==> config.mk <==
export PLATFORM = sky130hd
export DESIGN_NAME = nearest_neighbor_track_associator
export DESIGN_NICKNAME = d
export VERILOG_FILES = /design/src/rtl/core/nnta_pkg.sv /design/src/rtl/core/nearest_neighbor_track_associator.sv /design/src/rtl/core/nnta_track_mem.sv /design/src/rtl/core/nnta_hist_mem.sv /design/src/rtl/core/nnta_dist_unit.sv
export SDC_FILE = /design/constraint.sdc
export NUM_CORES = 1
export LEC_CHECK = 0
export BUFFER_PORTS_ARGS = -buffer_cell sky130_fd_sc_hd__buf_2
export CORE_MARGIN = 2
export CORE_UTILIZATION = 35
export CTS_CLUSTER_SIZE = 8
export DETAILED_ROUTE_END_ITERATION = 16
export RECOVER_POWER = 25
export SYNTH_ARGS = -nofsm -noshare
export SYNTH_HDL_FRONTEND = slang
export SYNTH_SLANG_ARGS = --single-unit
==> constraint.sdc <==
create_clock -name clk -period 7.7 [get_ports clk]
set_clock_uncertainty 0.1 [all_clocks]
set_input_delay 0 -clock clk [delete_from_list [all_inputs] [get_ports clk]]
set_output_delay 0 -clock clk [all_outputs]
set_load 0.01 [all_outputs]
==> src/rtl/core/nnta_pkg.sv <==
package nnta_pkg;

    localparam int COORD_W   = 12;
    localparam int DIST_W    = 25;
    localparam int TIDX_W    = 4;
    localparam int OUTCOME_W = 2;
    localparam int HLEN_W    = 5;

    localparam logic [DIST_W-1:0] THR_RESET = 25'd2500;

    localparam logic [OUTCOME_W-1:0] OUTCOME_MATCH = 2'd0;
    localparam logic [OUTCOME_W-1:0] OUTCOME_NEW   = 2'd1;
    localparam logic [OUTCOME_W-1:0] OUTCOME_DROP  = 2'd2;

    typedef enum logic [1:0] {
        ST_IDLE,
        ST_SCAN,
        ST_DECIDE
    } ctrl_state_t;

    typedef struct packed {
        logic              busy;
        logic              found;
        logic [DIST_W-1:0] best_dist;
    } scan_status_t;

endpackage

==> src/rtl/core/nearest_neighbor_track_associator.sv <==
// Nearest-neighbor track associator. Each detection (s_tdata, frame end on s_tlast)
// produces one result (m_tdata, frame_done on m_tlast). The track slots sit in a
// one-read-port memory that is swept one slot per cycle through a three-stage
// distance pipeline before the decision; one detection is in work at a time, and
// the next is taken as soon as the previous result is in the output register.
// The threshold register may be written only between detections.
module nearest_neighbor_track_associator #(
    parameter int MAX_TRACKS = 16,
    parameter int HIST_DEPTH = 16
) (
    input  logic        clk,
    input  logic        rst_n,
    input  logic        s_tvalid,
    output logic        s_tready,
    input  logic [23:0] s_tdata,   // det_x[11:0], det_y[23:12]
    input  logic        s_tlast,   // last_in_frame
    output logic        m_tvalid,
    input  logic        m_tready,
    output logic [15:0] m_tdata,   // track_index[3:0], outcome[5:4], history_length[10:6]
    output logic        m_tlast,   // frame_done
    input  logic        cfg_valid,
    output logic        cfg_ready,
    input  logic [24:0] cfg_data   // dist_sq_threshold
);

    localparam int CRW  = nnta_pkg::COORD_W;
    localparam int DW   = nnta_pkg::DIST_W;
    localparam int SW   = (MAX_TRACKS > 1) ? $clog2(MAX_TRACKS) : 1;
    localparam int CNTW = $clog2(MAX_TRACKS + 1);
    localparam int CW   = $clog2(HIST_DEPTH + 1);
    localparam int TW   = CW + 2 * CRW;
    localparam int HAW  = $clog2(MAX_TRACKS * HIST_DEPTH);
    localparam int SWX  = (SW > nnta_pkg::TIDX_W) ? SW : nnta_pkg::TIDX_W;
    localparam int CWX  = (CW > nnta_pkg::HLEN_W) ? CW : nnta_pkg::HLEN_W;

    nnta_pkg::ctrl_state_t  state_reg, state_next;
    logic [DW-1:0]          thr_reg;
    logic [MAX_TRACKS-1:0]  active_reg, active_next;
    logic [MAX_TRACKS-1:0]  matched_reg, matched_next;
    logic [CNTW-1:0]        issue_cnt_reg, issue_cnt_next;
    logic                   iss_v_reg, iss_v_next;
    logic                   iss_cand_reg, iss_cand_next;
    logic [SW-1:0]          iss_idx_reg;

    logic [CRW-1:0]         det_x_reg;
    logic [CRW-1:0]         det_y_reg;
    logic                   last_reg;

    logic                   out_valid_reg, out_valid_next;
    logic                   out_load;
    logic [nnta_pkg::TIDX_W-1:0]    out_idx_reg;
    logic [nnta_pkg::OUTCOME_W-1:0] out_outcome_reg;
    logic [nnta_pkg::HLEN_W-1:0]    out_hlen_reg;
    logic                   out_last_reg;

    logic                   scan_start;
    logic                   rd_en;
    logic [SW-1:0]          rd_addr;
    logic [TW-1:0]          rd_data;
    logic                   trk_wr_en;
    logic                   hist_wr_en;
    logic [HAW-1:0]         hist_wr_addr;

    nnta_pkg::scan_status_t scan_status;
    logic [SW-1:0]          best_idx;
    logic [CW-1:0]          best_cnt;

    logic                   match;
    logic                   free_any;
    logic [SW-1:0]          free_idx;
    logic [SW-1:0]          slot;
    logic [CW-1:0]          new_cnt;
    logic [CW-1:0]          hcnt;
    logic                   hist_room;
    logic [nnta_pkg::OUTCOME_W-1:0] outcome;
    logic [CW-1:0]          hlen;
    logic [SWX-1:0]         slot_ext;
    logic [CWX-1:0]         hlen_ext;
    logic                   out_free;

    assign cfg_ready = 1'b1;
    assign out_free  = !out_valid_reg || m_tready;

    always_ff @(posedge clk or negedge rst_n)
    begin
        if (!rst_n)
        begin
            thr_reg <= nnta_pkg::THR_RESET;
        end
        else if (cfg_valid && cfg_ready)
        begin
            thr_reg <= cfg_data;
        end
    end

    // decision on the swept result
    always_comb
    begin
        free_any = 1'b0;
        free_idx = '0;
        for (int j = MAX_TRACKS - 1; j >= 0; j--)
        begin
            if (!active_reg[j])
            begin
                free_any = 1'b1;
                free_idx = SW'(j);
            end
        end
        match     = scan_status.found && (scan_status.best_dist < thr_reg);
        hist_room = best_cnt < CW'(HIST_DEPTH);
        new_cnt   = hist_room ? best_cnt + CW'(1) : best_cnt;
        if (match)
        begin
            slot    = best_idx;
            outcome = nnta_pkg::OUTCOME_MATCH;
            hlen    = new_cnt;
            hcnt    = best_cnt;
        end
        else if (free_any)
        begin
            slot    = free_idx;
            outcome = nnta_pkg::OUTCOME_NEW;
            hlen    = CW'(1);
            hcnt    = '0;
        end
        else
        begin
            slot    = '0;
            outcome = nnta_pkg::OUTCOME_DROP;
            hlen    = '0;
            hcnt    = '0;
        end
        hist_wr_addr = HAW'(HAW'(slot) * HAW'(HIST_DEPTH) + HAW'(hcnt));
        slot_ext     = SWX'(slot);
        hlen_ext     = CWX'(hlen);
    end

    always_comb
    begin
        state_next     = state_reg;
        issue_cnt_next = issue_cnt_reg;
        active_next    = active_reg;
        matched_next   = matched_reg;
        out_valid_next = out_valid_reg && !m_tready;
        iss_v_next     = 1'b0;
        iss_cand_next  = 1'b0;
        s_tready       = 1'b0;
        scan_start     = 1'b0;
        rd_en          = 1'b0;
        rd_addr        = issue_cnt_reg[SW-1:0];
        trk_wr_en      = 1'b0;
        hist_wr_en     = 1'b0;
        out_load       = 1'b0;
        case (state_reg)
            nnta_pkg::ST_IDLE:
            begin
                s_tready = 1'b1;
                if (s_tvalid)
                begin
                    state_next     = nnta_pkg::ST_SCAN;
                    issue_cnt_next = '0;
                    scan_start     = 1'b1;
                end
            end
            nnta_pkg::ST_SCAN:
            begin
                if (issue_cnt_reg != CNTW'(MAX_TRACKS))
                begin
                    rd_en          = 1'b1;
                    iss_v_next     = 1'b1;
                    iss_cand_next  = active_reg[rd_addr] && !matched_reg[rd_addr];
                    issue_cnt_next = issue_cnt_reg + CNTW'(1);
                end
                else if (!iss_v_reg && !scan_status.busy)
                begin
                    state_next = nnta_pkg::ST_DECIDE;
                end
            end
            nnta_pkg::ST_DECIDE:
            begin
                if (out_free)
                begin
                    out_load       = 1'b1;
                    out_valid_next = 1'b1;
                    state_next     = nnta_pkg::ST_IDLE;
                    if (match)
                    begin
                        trk_wr_en          = 1'b1;
                        hist_wr_en         = hist_room;
                        matched_next[slot] = 1'b1;
                    end
                    else if (free_any)
                    begin
                        trk_wr_en          = 1'b1;
                        hist_wr_en         = 1'b1;
                        active_next[slot]  = 1'b1;
                        matched_next[slot] = 1'b1;
                    end
                    if (last_reg)
                    begin
                        active_next  = active_next & matched_next;
                        matched_next = '0;
                    end
                end
            end
            default:
            begin
                state_next = nnta_pkg::ST_IDLE;
            end
        endcase
    end

    always_ff @(posedge clk or negedge rst_n)
    begin
        if (!rst_n)
        begin
            state_reg     <= nnta_pkg::ST_IDLE;
            active_reg    <= '0;
            matched_reg   <= '0;
            issue_cnt_reg <= '0;
            iss_v_reg     <= 1'b0;
            out_valid_reg <= 1'b0;
        end
        else
        begin
            state_reg     <= state_next;
            active_reg    <= active_next;
            matched_reg   <= matched_next;
            issue_cnt_reg <= issue_cnt_next;
            iss_v_reg     <= iss_v_next;
            out_valid_reg <= out_valid_next;
        end
    end

    always_ff @(posedge clk)
    begin
        iss_cand_reg <= iss_cand_next;
        iss_idx_reg  <= rd_addr;
        if (s_tvalid && s_tready)
        begin
            det_x_reg <= s_tdata[CRW-1:0];
            det_y_reg <= s_tdata[2*CRW-1:CRW];
            last_reg  <= s_tlast;
        end
        if (out_load)
        begin
            out_idx_reg     <= slot_ext[nnta_pkg::TIDX_W-1:0];
            out_outcome_reg <= outcome;
            out_hlen_reg    <= hlen_ext[nnta_pkg::HLEN_W-1:0];
            out_last_reg    <= last_reg;
        end
    end

    assign m_tvalid = out_valid_reg;
    assign m_tdata  = {5'd0, out_hlen_reg, out_outcome_reg, out_idx_reg};
    assign m_tlast  = out_last_reg;

    // writes happen only in the decide cycle, never alongside a sweep read
    nnta_track_mem #(
        .DEPTH (MAX_TRACKS),
        .WIDTH (TW),
        .AW    (SW)
    ) u_track_mem (
        .clk     (clk),
        .rd_en   (rd_en),
        .rd_addr (rd_addr),
        .rd_data (rd_data),
        .wr_en   (trk_wr_en),
        .wr_addr (slot),
        .wr_data ({(match ? new_cnt : CW'(1)), det_y_reg, det_x_reg})
    );

    nnta_hist_mem #(
        .DEPTH (MAX_TRACKS * HIST_DEPTH),
        .AW    (HAW)
    ) u_hist_mem (
        .clk     (clk),
        .wr_en   (hist_wr_en),
        .wr_addr (hist_wr_addr),
        .wr_data ({det_y_reg, det_x_reg})
    );

    nnta_dist_unit #(
        .SW (SW),
        .CW (CW)
    ) u_dist (
        .clk       (clk),
        .rst_n     (rst_n),
        .start     (scan_start),
        .det_x     (det_x_reg),
        .det_y     (det_y_reg),
        .ent_valid (iss_v_reg),
        .ent_cand  (iss_cand_reg),
        .ent_idx   (iss_idx_reg),
        .ent_data  (rd_data),
        .status    (scan_status),
        .best_idx  (best_idx),
        .best_cnt  (best_cnt)
    );

    a_matched_subset: assert property (@(posedge clk) disable iff (!rst_n)
        (matched_reg & ~active_reg) == '0)
        else $error("matched slot not active");

    a_match_marks: assert property (@(posedge clk) disable iff (!rst_n)
        (state_reg == nnta_pkg::ST_DECIDE && out_free && match && !last_reg)
        |=> matched_reg[$past(best_idx)])
        else $error("matched track not marked");

    a_result_from_decide: assert property (@(posedge clk) disable iff (!rst_n)
        $rose(out_valid_reg) |-> $past(state_reg == nnta_pkg::ST_DECIDE))
        else $error("result without decision");

    a_scan_exit: assert property (@(posedge clk) disable iff (!rst_n)
        (state_reg == nnta_pkg::ST_SCAN)
        |=> (state_reg == nnta_pkg::ST_SCAN || state_reg == nnta_pkg::ST_DECIDE))
        else $error("bad exit from scan");

    a_pick_candidate: assert property (@(posedge clk) disable iff (!rst_n)
        (state_reg == nnta_pkg::ST_DECIDE && match)
        |-> (active_reg[best_idx] && !matched_reg[best_idx]))
        else $error("best track was not a candidate");

endmodule

==> src/rtl/core/nnta_track_mem.sv <==
module nnta_track_mem #(
    parameter int DEPTH = 16,
    parameter int WIDTH = 29,
    parameter int AW    = 4
) (
    input  logic             clk,
    input  logic             rd_en,
    input  logic [AW-1:0]    rd_addr,
    output logic [WIDTH-1:0] rd_data,
    input  logic             wr_en,
    input  logic [AW-1:0]    wr_addr,
    input  logic [WIDTH-1:0] wr_data
);

    logic [WIDTH-1:0] mem [DEPTH];
    logic [WIDTH-1:0] rd_data_reg;

    always_ff @(posedge clk)
    begin
        if (wr_en)
        begin
            mem[wr_addr] <= wr_data;
        end
        if (rd_en)
        begin
            rd_data_reg <= mem[rd_addr];
        end
    end

    assign rd_data = rd_data_reg;

endmodule

==> src/rtl/core/nnta_hist_mem.sv <==
module nnta_hist_mem #(
    parameter int DEPTH = 256,
    parameter int AW    = 8
) (
    input  logic                           clk,
    input  logic                           wr_en,
    input  logic [AW-1:0]                  wr_addr,
    input  logic [2*nnta_pkg::COORD_W-1:0] wr_data
);

    // point history, y in the upper half; readout port not brought out
    logic [2*nnta_pkg::COORD_W-1:0] mem [DEPTH];

    always_ff @(posedge clk)
    begin
        if (wr_en)
        begin
            mem[wr_addr] <= wr_data;
        end
    end

endmodule

==> src/rtl/core/nnta_dist_unit.sv <==
module nnta_dist_unit #(
    parameter int SW = 4,
    parameter int CW = 5
) (
    input  logic                             clk,
    input  logic                             rst_n,
    input  logic                             start,
    input  logic [nnta_pkg::COORD_W-1:0]     det_x,
    input  logic [nnta_pkg::COORD_W-1:0]     det_y,
    input  logic                             ent_valid,
    input  logic                             ent_cand,
    input  logic [SW-1:0]                    ent_idx,
    input  logic [CW+2*nnta_pkg::COORD_W-1:0] ent_data,
    output nnta_pkg::scan_status_t           status,
    output logic [SW-1:0]                    best_idx,
    output logic [CW-1:0]                    best_cnt
);

    localparam int CRW = nnta_pkg::COORD_W;
    localparam int DW  = nnta_pkg::DIST_W;

    logic [CRW-1:0]   px;
    logic [CRW-1:0]   py;
    logic [CRW-1:0]   dx;
    logic [CRW-1:0]   dy;

    logic             s1_v_reg;
    logic             s1_cand_reg;
    logic [SW-1:0]    s1_idx_reg;
    logic [CW-1:0]    s1_cnt_reg;
    logic [2*CRW-1:0] sq_x_reg;
    logic [2*CRW-1:0] sq_y_reg;

    logic             s2_v_reg;
    logic             s2_cand_reg;
    logic [SW-1:0]    s2_idx_reg;
    logic [CW-1:0]    s2_cnt_reg;
    logic [DW-1:0]    sum_reg;

    logic             found_reg;
    logic [DW-1:0]    best_dist_reg;
    logic [SW-1:0]    best_idx_reg;
    logic [CW-1:0]    best_cnt_reg;
    logic             take;

    assign px = ent_data[CRW-1:0];
    assign py = ent_data[2*CRW-1:CRW];
    assign dx = (det_x > px) ? det_x - px : px - det_x;
    assign dy = (det_y > py) ? det_y - py : py - det_y;

    // first minimum wins: strict compare
    assign take = s2_v_reg && s2_cand_reg && (!found_reg || sum_reg < best_dist_reg);

    always_ff @(posedge clk or negedge rst_n)
    begin
        if (!rst_n)
        begin
            s1_v_reg  <= 1'b0;
            s2_v_reg  <= 1'b0;
            found_reg <= 1'b0;
        end
        else
        begin
            s1_v_reg <= ent_valid;
            s2_v_reg <= s1_v_reg;
            if (start)
            begin
                found_reg <= 1'b0;
            end
            else if (take)
            begin
                found_reg <= 1'b1;
            end
        end
    end

    always_ff @(posedge clk)
    begin
        s1_cand_reg <= ent_cand;
        s1_idx_reg  <= ent_idx;
        s1_cnt_reg  <= ent_data[CW+2*CRW-1:2*CRW];
        sq_x_reg    <= dx * dx;
        sq_y_reg    <= dy * dy;
        s2_cand_reg <= s1_cand_reg;
        s2_idx_reg  <= s1_idx_reg;
        s2_cnt_reg  <= s1_cnt_reg;
        sum_reg     <= DW'(sq_x_reg) + DW'(sq_y_reg);
        if (take)
        begin
            best_dist_reg <= sum_reg;
            best_idx_reg  <= s2_idx_reg;
            best_cnt_reg  <= s2_cnt_reg;
        end
    end

    assign status.busy      = s1_v_reg | s2_v_reg;
    assign status.found     = found_reg;
    assign status.best_dist = best_dist_reg;
    assign best_idx         = best_idx_reg;
    assign best_cnt         = best_cnt_reg;

endmodule

# Word-level counts from Yosys, hierarchy flattened
# Memory sizes are Yosys's and may differ from the RTL's. A register that Yosys moved wholly into a read port is not among the register bits.
# Cells that the tools add are included.
[totals]
reg_bits = 238
ramBits = 464
in_bits = 55
out_inout_bits = 20
elab_cells = 166
memories = 1
[op_classes]
add_sub_neg = 7
mul = 2
magnitude_cmp = 8
n_eq_ne = 8
muxes = 82
bitwise_logic = 4
n_reduce_logical = 23
[mem_list]
columns = ["memory", "words", "width", "read_ports", "rd_ports_with_merged_regs", "write_ports", "line", "source"]
rows = [
  ["u_track_mem.mem", 16, 29, 1, 1, 1, "nnta_track_mem.sv:15", "logic [WIDTH-1:0] mem [DEPTH];"],
]
[op_table]
columns = ["operator", "n"]
rows = [
  ["16-bit two-way mux", 10],
  ["4-bit two-way mux", 18],
  ["25-bit < comparator", 2],
  ["12-bit by 12-bit multiplier with 24-bit output", 2],
  ["12-bit subtractor", 4],
  ["1-bit two-way mux", 37],
  ["16-bit OR", 2],
  ["24-bit by 24-bit adder with 25-bit output", 1],
  ["5-bit two-way mux", 5],
  ["12-bit greater-than comparator", 2],
  ["12-bit two-way mux", 2],
  ["16-bit AND", 1],
  ["5-bit by 1-bit adder with 5-bit output, second input constant", 2],
  ["4-bit by 5-bit < comparator with 1-bit output, second input constant", 2],
  ["2-bit two-way mux", 5],
  ["2-bit inequality test, second input constant", 5],
  ["5-bit case mux with 2 select lines", 1],
  ["1-bit binary-select mux with 4-bit select", 2],
  ["1-bit logical AND", 8],
  ["1-bit zero test", 6],
  ["2-bit case mux with 3 select lines", 1],
  ["5-bit < comparator, second input constant", 1],
  ["5-bit inequality test, second input constant", 1],
  ["1-bit demux with 4-bit select", 1],
  ["other kinds (10)", 13],
]

# Logic depth before layout (Yosys ltp)
# Gate-level depths: netlist (run 1).
[logic_depth]
depth_word = 29
mapped_depth = 34
ltp_nobuf = 33

# Cells and area by module
# From an unflattened synthesis (run 1), not the netlist that was laid out.
[unflattened]
hier_cells = 2848
hier_area_um2 = 38145.3
[by_module_without_submodules]
columns = ["module", "n_inst", "cells_per_inst", "area_each_um2", "seq_area_each_um2"]
rows = [
  ["nnta_track_mem", 1, 761, 18322.6, 14804.2],
  ["nnta_dist_unit", 1, 1533, 14268.7, 2917.8],
  ["nearest_neighbor_track_associator", 1, 554, 5554.1, 2869.0],
]

# Least setup slack after synthesis (run 1)
# No wires, ideal clock.
[synth_path]
path_type = "register -> register"
startpoint = "register det_y_reg[0]"
endpoint = "register u_dist.sq_y_reg[22]"
setup_time_ps = 123
arrival_ps = 7870
required_time_ps = 7477
setup_slack_ps = -394
path_stages_with_launch = 32
path_buffers = 0
period_less_slack_ps = 8094
path_cell_list = "edfxtp_1 inv_1 ha_1 inv_1 fa_1 a21o_1 a221oi_2 o21ai_1 o311a_1 o21ai_4 mux2i_1 xor2_1 clkinv_1 or2_2 fa_1 inv_1 fa_1 inv_1 fa_1 inv_1 fa_1 inv_1 fa_1 inv_1 ha_1 nor3_1 a21oi_1 o21ai_0 a21oi_1 o41ai_1 o21bai_1 xor2_1"
[synth_between]
elab_chain_cells = 3
word_cells_on_any_way = 5
cone_classes = "add/sub: 2; mul: 1; order compare: 1; mux: 1"
[synth_rtl]
columns = ["element", "line", "source"]
rows = [
  ["start, declared", "nearest_neighbor_track_associator.sv:46", "logic [CRW-1:0] det_y_reg;"],
  ["start signal, assigned", "nearest_neighbor_track_associator.sv:242", "det_y_reg <= s_tdata[2*CRW-1:CRW];"],
  ["12-bit subtractor / 12-bit greater-than comparator (equally long branches)", "nnta_dist_unit.sv:49", "assign dy = (det_y > py) ? det_y - py : py - det_y;"],
  ["12-bit two-way mux (*)", "nnta_dist_unit.sv:49", ""],
  ["12-bit by 12-bit multiplier with 24-bit output (*)", "nnta_dist_unit.sv:83", "sq_y_reg <= dy * dy;"],
  ["end signal, assigned", "nnta_dist_unit.sv:83", ""],
  ["end, declared", "nnta_dist_unit.sv:32", "logic [2*CRW-1:0] sq_y_reg;"],
]
# Mark *: on every way between the ends. The rest lies on a longest branch, timed or not.
# A chain may end at the register's enable or synchronous reset.

# Worst setup path in the final report (run 1)
[layout_path]
startpoint = "register det_y_reg[0]"
endpoint = "register u_dist.sq_y_reg[19]"
# Same word-level chain as after synthesis.

==> results of run 1 <==
-- per-layer routing --
metal,global-route usage (%),vias up,share of wire (%)
met5,0,-,0.015
met4,4.30,2,2.1
met3,2.52,107,4.3
met2,26.9,449,49
met1,21.0,11320,44
li1,-,10598,-
-- synth_stat cells, drive strengths merged, types with 44 or more instances --
cell type | number | area, sq um
a21oi | 77 | 385
mux4 | 146 | 3290
nor2 | 217 | 815
edfxtp | 564 | 16900
clkbuf | 54 | 203
dfrtp | 64 | 1600
ha | 233 | 2920
o21ai | 80 | 412
fa | 160 | 3200
nand2 | 96 | 360
dfxtp | 96 | 1920
xnor2 | 57 | 499
inv | 347 | 1300
nand2b | 44 | 275
-- logic make-up (layout without fill, tap and decap cells) --
logic type               count (synthesis)  after routing  share of synthesized area [%]
adder cells (fa/ha/maj)                393            393                           16.2
AO/OA/AOI/OAI                          337            338                           5.99
multiplexers                           193            193                           10.0
other                                    2              7                         0.0199
flip-flops                             729            729                           54.7
buffers and inverters                  440            950                           4.53
AND/OR/NAND/NOR                        526            526                           6.58
XOR/XNOR                                81             81                           1.90
-- repair_timing --
action	in CTS	in global routing
resized for setup	38	83
hold buffers	143	0
endpoints found under the setup margin	8	20
buffers inserted	9	15
pin swaps	32	56
cloned	1	0
hold endpoints to repair	125	0
-- stage by stage --
| stage | hold slack, ns | utilization [%] | setup TNS, ns | std cells |
|---|---|---|---|---|
| after floorplan | -0.396 | - | -0.00884 | 2705 |
| after global placement | 0.0783 | 38.6 | -0.608 | 4304 |
| after detailed placement | 0.0781 | 38.6 | -1.54 | 4304 |
| after CTS | 0.00515 | 42.9 | -0.126 | 4604 |
| after global routing | 0.0186 | 43.3 | -2.77 | 4619 |
| final | 0.0638 | 43.3 | -0.134 | 4620 |
-- final timing paths --
| path | from | endpoint | slack [ns] | depth (start not counted) |
|---|---|---|---|---|
| min reg2reg | iss_idx_reg[2] | u_dist.s1_idx_reg[2] | 0.22 | 0 |
| max reg2reg | det_y_reg[0] | u_dist.sq_y_reg[19] | -0.06 | 30 |
| min | s_tdata[12] | det_y_reg[0] | 0.06 | 2 |
| max in group asynchronous | rst_n | issue_cnt_reg[0] | 3.05 | 4 |
| max | det_y_reg[0] | u_dist.sq_y_reg[19] | -0.06 | 30 |
| min in group asynchronous | rst_n | thr_reg[2] | 0.59 | 3 |
-- worst reg2reg max path, delay by kind of cell (launching register included) --
kind | cells | cell delay (ns)
compound gates | 9 | 2.16
simple gates | 3 | 0.25
buf+inv | 7 | 0.62
fa+ha+maj | 8 | 3.33
xor+xnor | 2 | 0.38
flops | 1 | 0.38
mux | 1 | 0.36
-- area by class of cell --
cell class,count,area (sq um)
antenna,1,2.50
clock buffer,136,2680
clock inverter,11,204
fill,9662,60600
inverter,350,1320
multi-input combinational,1537,16100
sequential,729,20600
tap,1403,1760
timing repair buffer,453,3600
==> flow_metrics.tcl, run 1 <==
set metrics [dict create \
    outcome "complete, but fails checks" \
    violations "capacitance limit, slew limit, setup timing" \
    via_per_inst 4.86 \
    final_cell_mix "edfxtp_1 (564), inv_1 (337), buf_4 (223)" \
    largest_register_ff_count 464 \
    slowest_delay_ns 0.57 \
    place_congestion 0.858 \
    cp_max_fo 5 \
    grt_max_degree 94 \
    cts_buffers 102 \
    async_reset_ff_share_pct 9.47 \
    critical-path-slowest-cell "fa_1" \
    grt.overflow.total 0 \
    rsz0062_at_grt "yes" \
    ant_nets 0 \
    antenna_found_initial 2 \
    grt_pass1_wl_mm 136 \
    num_vias 22476 \
    worst_pin_slew_ns 3.51 \
    crit_family "adder cells" \
    die_y_um 332 \
    period_share_pct 101 \
    cts_tree "yes" \
    final-setup-viol-count 3 \
    rows 120 \
    synth_cells 2701 \
    synth-seq-area-share_pct 54.7 \
    synth_edf_count 564 \
    grt_pass1_vias 23603 \
    synth_seq_cells 729 \
    worst_setup_path_end_kind "flip-flop" \
    syn2layout_area_growth_pct 22.8 \
    crit_type "flip-flop to flip-flop" \
    maxSlewViolCount 65 \
    place_area_sq_um 41200 \
    place_worst_setup_slack_ns -0.330 \
    max-slew-margin-rel_pct -134 \
    io-pin-count 75 \
    drive_gt1_share_pct 22.6 \
    clock_latency_ns 0.70 \
    syn_avg_cell_area_sq_um 13.9 \
    first_pass_iters 5 \
    crit_path_start_kind "flip-flop" \
    clk_path_buf_depth 3 \
    yosys_warnings 0 \
    max_freq_ghz 0.129 \
    nets 3621 \
    grt.total_usage_pct 15.8 \
    routed_wl_mm 86.6 \
    ys.flop_type "edfxtp_1" \
    maxCapViolCount 1 \
    required_ns 8.13 \
    hpwlAfterDp_mm 55.0 \
    port_buffers 68 \
    cts_sinks 729 \
    cts-root-buf "clkbuf_16" \
    cp_common_cell "fa_1" \
    layout_commonest_cell "edfxtp_1" \
    timing.final.crit_period_ns 7.76 \
    fin_area_sq_um 46300 \
    initial_core_util_pct 35.2 \
    drt_iter0_drc 1375 \
    routedWlPerCell_um 18.7 \
    die_x_um 332 \
    route.detailed.drc 0 \
    cp.arrival_ns 8.19 \
    die-area_sq_um 110000 \
    core-area_sq_um 107000 \
    h-tree-depth 3 \
    synth_cell_types 81 \
    syn_area_sq_um 37700 \
    path_clk_slew_ns 0.05 \
    worst-path-buf-inv 7 \
    setup_ws_ns -0.0565 \
    hold_path.class "primary input to flip-flop" \
    hold_viol 0 \
]
Power of run 1 is not shown: default switching activity piles up to over one toggle a cycle in this logic, so the estimate is an artifact.
==> inputs of run 2 (changes only) <==
--- a/config.mk
+++ b/config.mk
@@ -8,3 +8,2 @@
 export BUFFER_PORTS_ARGS = -buffer_cell sky130_fd_sc_hd__buf_2
-export CORE_MARGIN = 2
 export CORE_UTILIZATION = 35
==> constraint.sdc (replaced) <==
create_clock -name clk -period 6.6 [get_ports clk]
set_clock_uncertainty 0.1 [all_clocks]
set_input_delay 0 -clock clk [delete_from_list [all_inputs] [get_ports clk]]
set_output_delay 0 -clock clk [all_outputs]
set_load 0.1 [all_outputs]
==> flow_metrics.tcl, run 2 (synthesis gave the netlist of run 1 again) <==
set metrics [dict create \
    worst_setup_path_end_kind "flip-flop" \
    hold_viol 0 \
    fill_cells 9409 \
    regToRegStartpoint "det_y_reg[0]" \
    num_vias 23243 \
    violations "capacitance limit, slew limit, setup timing" \
    nets 3766 \
    path_clk_slew_ns 0.05 \
    drt_iter0_drc 1503 \
    place_area_sq_um 42400 \
    rsz0062_at_grt "yes" \
    timing.final.crit_period_ns 7.55 \
    h-tree-depth 3 \
    reg2reg_to "u_dist.sq_y_reg[23]" \
    rows 119 \
    max_freq_ghz 0.132 \
    period_share_pct 114 \
    grt_pass1_wl_mm 138 \
    r2r_slack_ns -0.95 \
    cp_max_fo 5 \
    worst_pin_slew_ns 3.65 \
    die-area_sq_um 109000 \
    hold_path.class "primary input to flip-flop" \
    maxSlewViolCount 100 \
    cts-root-buf "clkbuf_16" \
    syn2layout_area_growth_pct 27.1 \
    reg2regPathDepth 30 \
    antennaDiodeCount 0 \
    max-slew-margin-rel_pct -143 \
    cp.arrival_ns 7.98 \
    via_per_inst 4.89 \
    slowest_delay_ns 0.49 \
    routedWlPerCell_um 18.7 \
    setup_ws_ns -0.949 \
    first_pass_iters 7 \
    cts_tree "yes" \
    io-pin-count 75 \
    initial_core_util_pct 35.5 \
    place_congestion 0.868 \
    cts_sinks 729 \
    maxCapViolCount 2 \
    final-setup-viol-count 29 \
    grt_max_degree 65 \
    fin_area_sq_um 47900 \
    port_buffers 68 \
    largest_register_ff_count 464 \
    min_to "det_y_reg[2]" \
    final_cell_mix "edfxtp_1 (564), buf_4 (343), inv_1 (325)" \
    grt.total_usage_pct 16.6 \
    drive_gt1_share_pct 27.8 \
    grt_pass1_vias 24310 \
    ant_nets 0 \
    core-area_sq_um 106000 \
    hp-start "s_tdata[14]" \
    outcome "complete, but fails checks" \
    cts_buffers 102 \
    routed_wl_mm 88.9 \
    route.detailed.drc 0 \
    crit_path_start_kind "flip-flop" \
    required_ns 7.03 \
    grt.overflow.total 0 \
    layout_commonest_cell "edfxtp_1" \
    antenna_found_initial 4 \
    die_y_um 330 \
    crit_type "flip-flop to flip-flop" \
    hpwlAfterDp_mm 59.0 \
    clock_latency_ns 0.68 \
    die_x_um 330 \
    critical-path-slowest-cell "fa_1" \
    min_path_cells 2 \
    clk_path_buf_depth 3 \
    cp_common_cell "fa_1" \
]
## run 2: metrics by stage
stage	instances	util, %	TNS (ns)	setup WS, ns	hold slack, ns
4_1_cts	4738	44.7	-15.51	-1.01	0.00370
3_3_place_gp	4417	40.0	-18.55	-1.11	0.0769
5_1_grt	4755	45.1	-26.91	-1.34	0.0272
3_5_place_dp	4417	40.0	-20.32	-1.23	0.0781
6_report	4755	45.1	-17.27	-0.949	0.0607
2_1_floorplan	2705	-	-13.00	-0.994	-0.396
## run 2: worst max path at each step
| stage | startpoint | end | slack (ns) | depth (start not counted) |
|---|---|---|---|---|
| after floorplan | det_y_reg[0] | u_dist.sq_y_reg[22] | -0.99 | 34 |
| after global placement | det_y_reg[0] | u_dist.sq_y_reg[23] | -1.11 | 31 |
| after detailed placement | det_y_reg[0] | u_dist.sq_y_reg[23] | -1.23 | 31 |
| after CTS | det_y_reg[0] | u_dist.sq_y_reg[21] | -1.01 | 33 |
| after global routing | det_y_reg[0] | u_dist.sq_y_reg[21] | -1.34 | 33 |
| final | det_y_reg[0] | u_dist.sq_y_reg[23] | -0.95 | 30 |
## run 2: area by class of cell
class	instances	area, sq um	share of cell area (%)
clock buffers	141	2740	5.73
clock inverters	9	148	0.309
inverters	350	1330	2.78
multi-input cells	1536	16500	34.6
flip-flops and latches	729	20600	43.0
well taps	1391	1740	3.64
repair buffers	599	4760	9.95
## run 2: timing repair
| action | CTS | global route |
|---|---|---|
| pin swaps | 49 | 46 |
| hold endpoints to repair | 125 | 0 |
| resized for setup | 90 | 85 |
| hold buffers | 150 | 0 |
| endpoints found under the setup margin | 31 | 32 |
| buffers inserted | 25 | 19 |
## run 2: critical path, delay by kind of cell (launching register included)
kind / cells / cell delay (ns)
AOI/OAI and AO/OA: 10 / 2.17
xor gates and xnor gates: 2 / 0.43
adders and majority gates: 8 / 3.18
buffers and inverters: 6 / 0.41
DFF: 1 / 0.39
muxes: 1 / 0.31
and+or+nand+nor: 3 / 0.41
## run 2: layer usage
metal  global-route usage (%)  part of all wire (%)
met5                        0                 0.031
met2                     28.0                    49
met1                     22.2                    45
met3                     2.70                   4.5
met4                     4.14                   1.8
Power of run 2 is left out for the same reason.
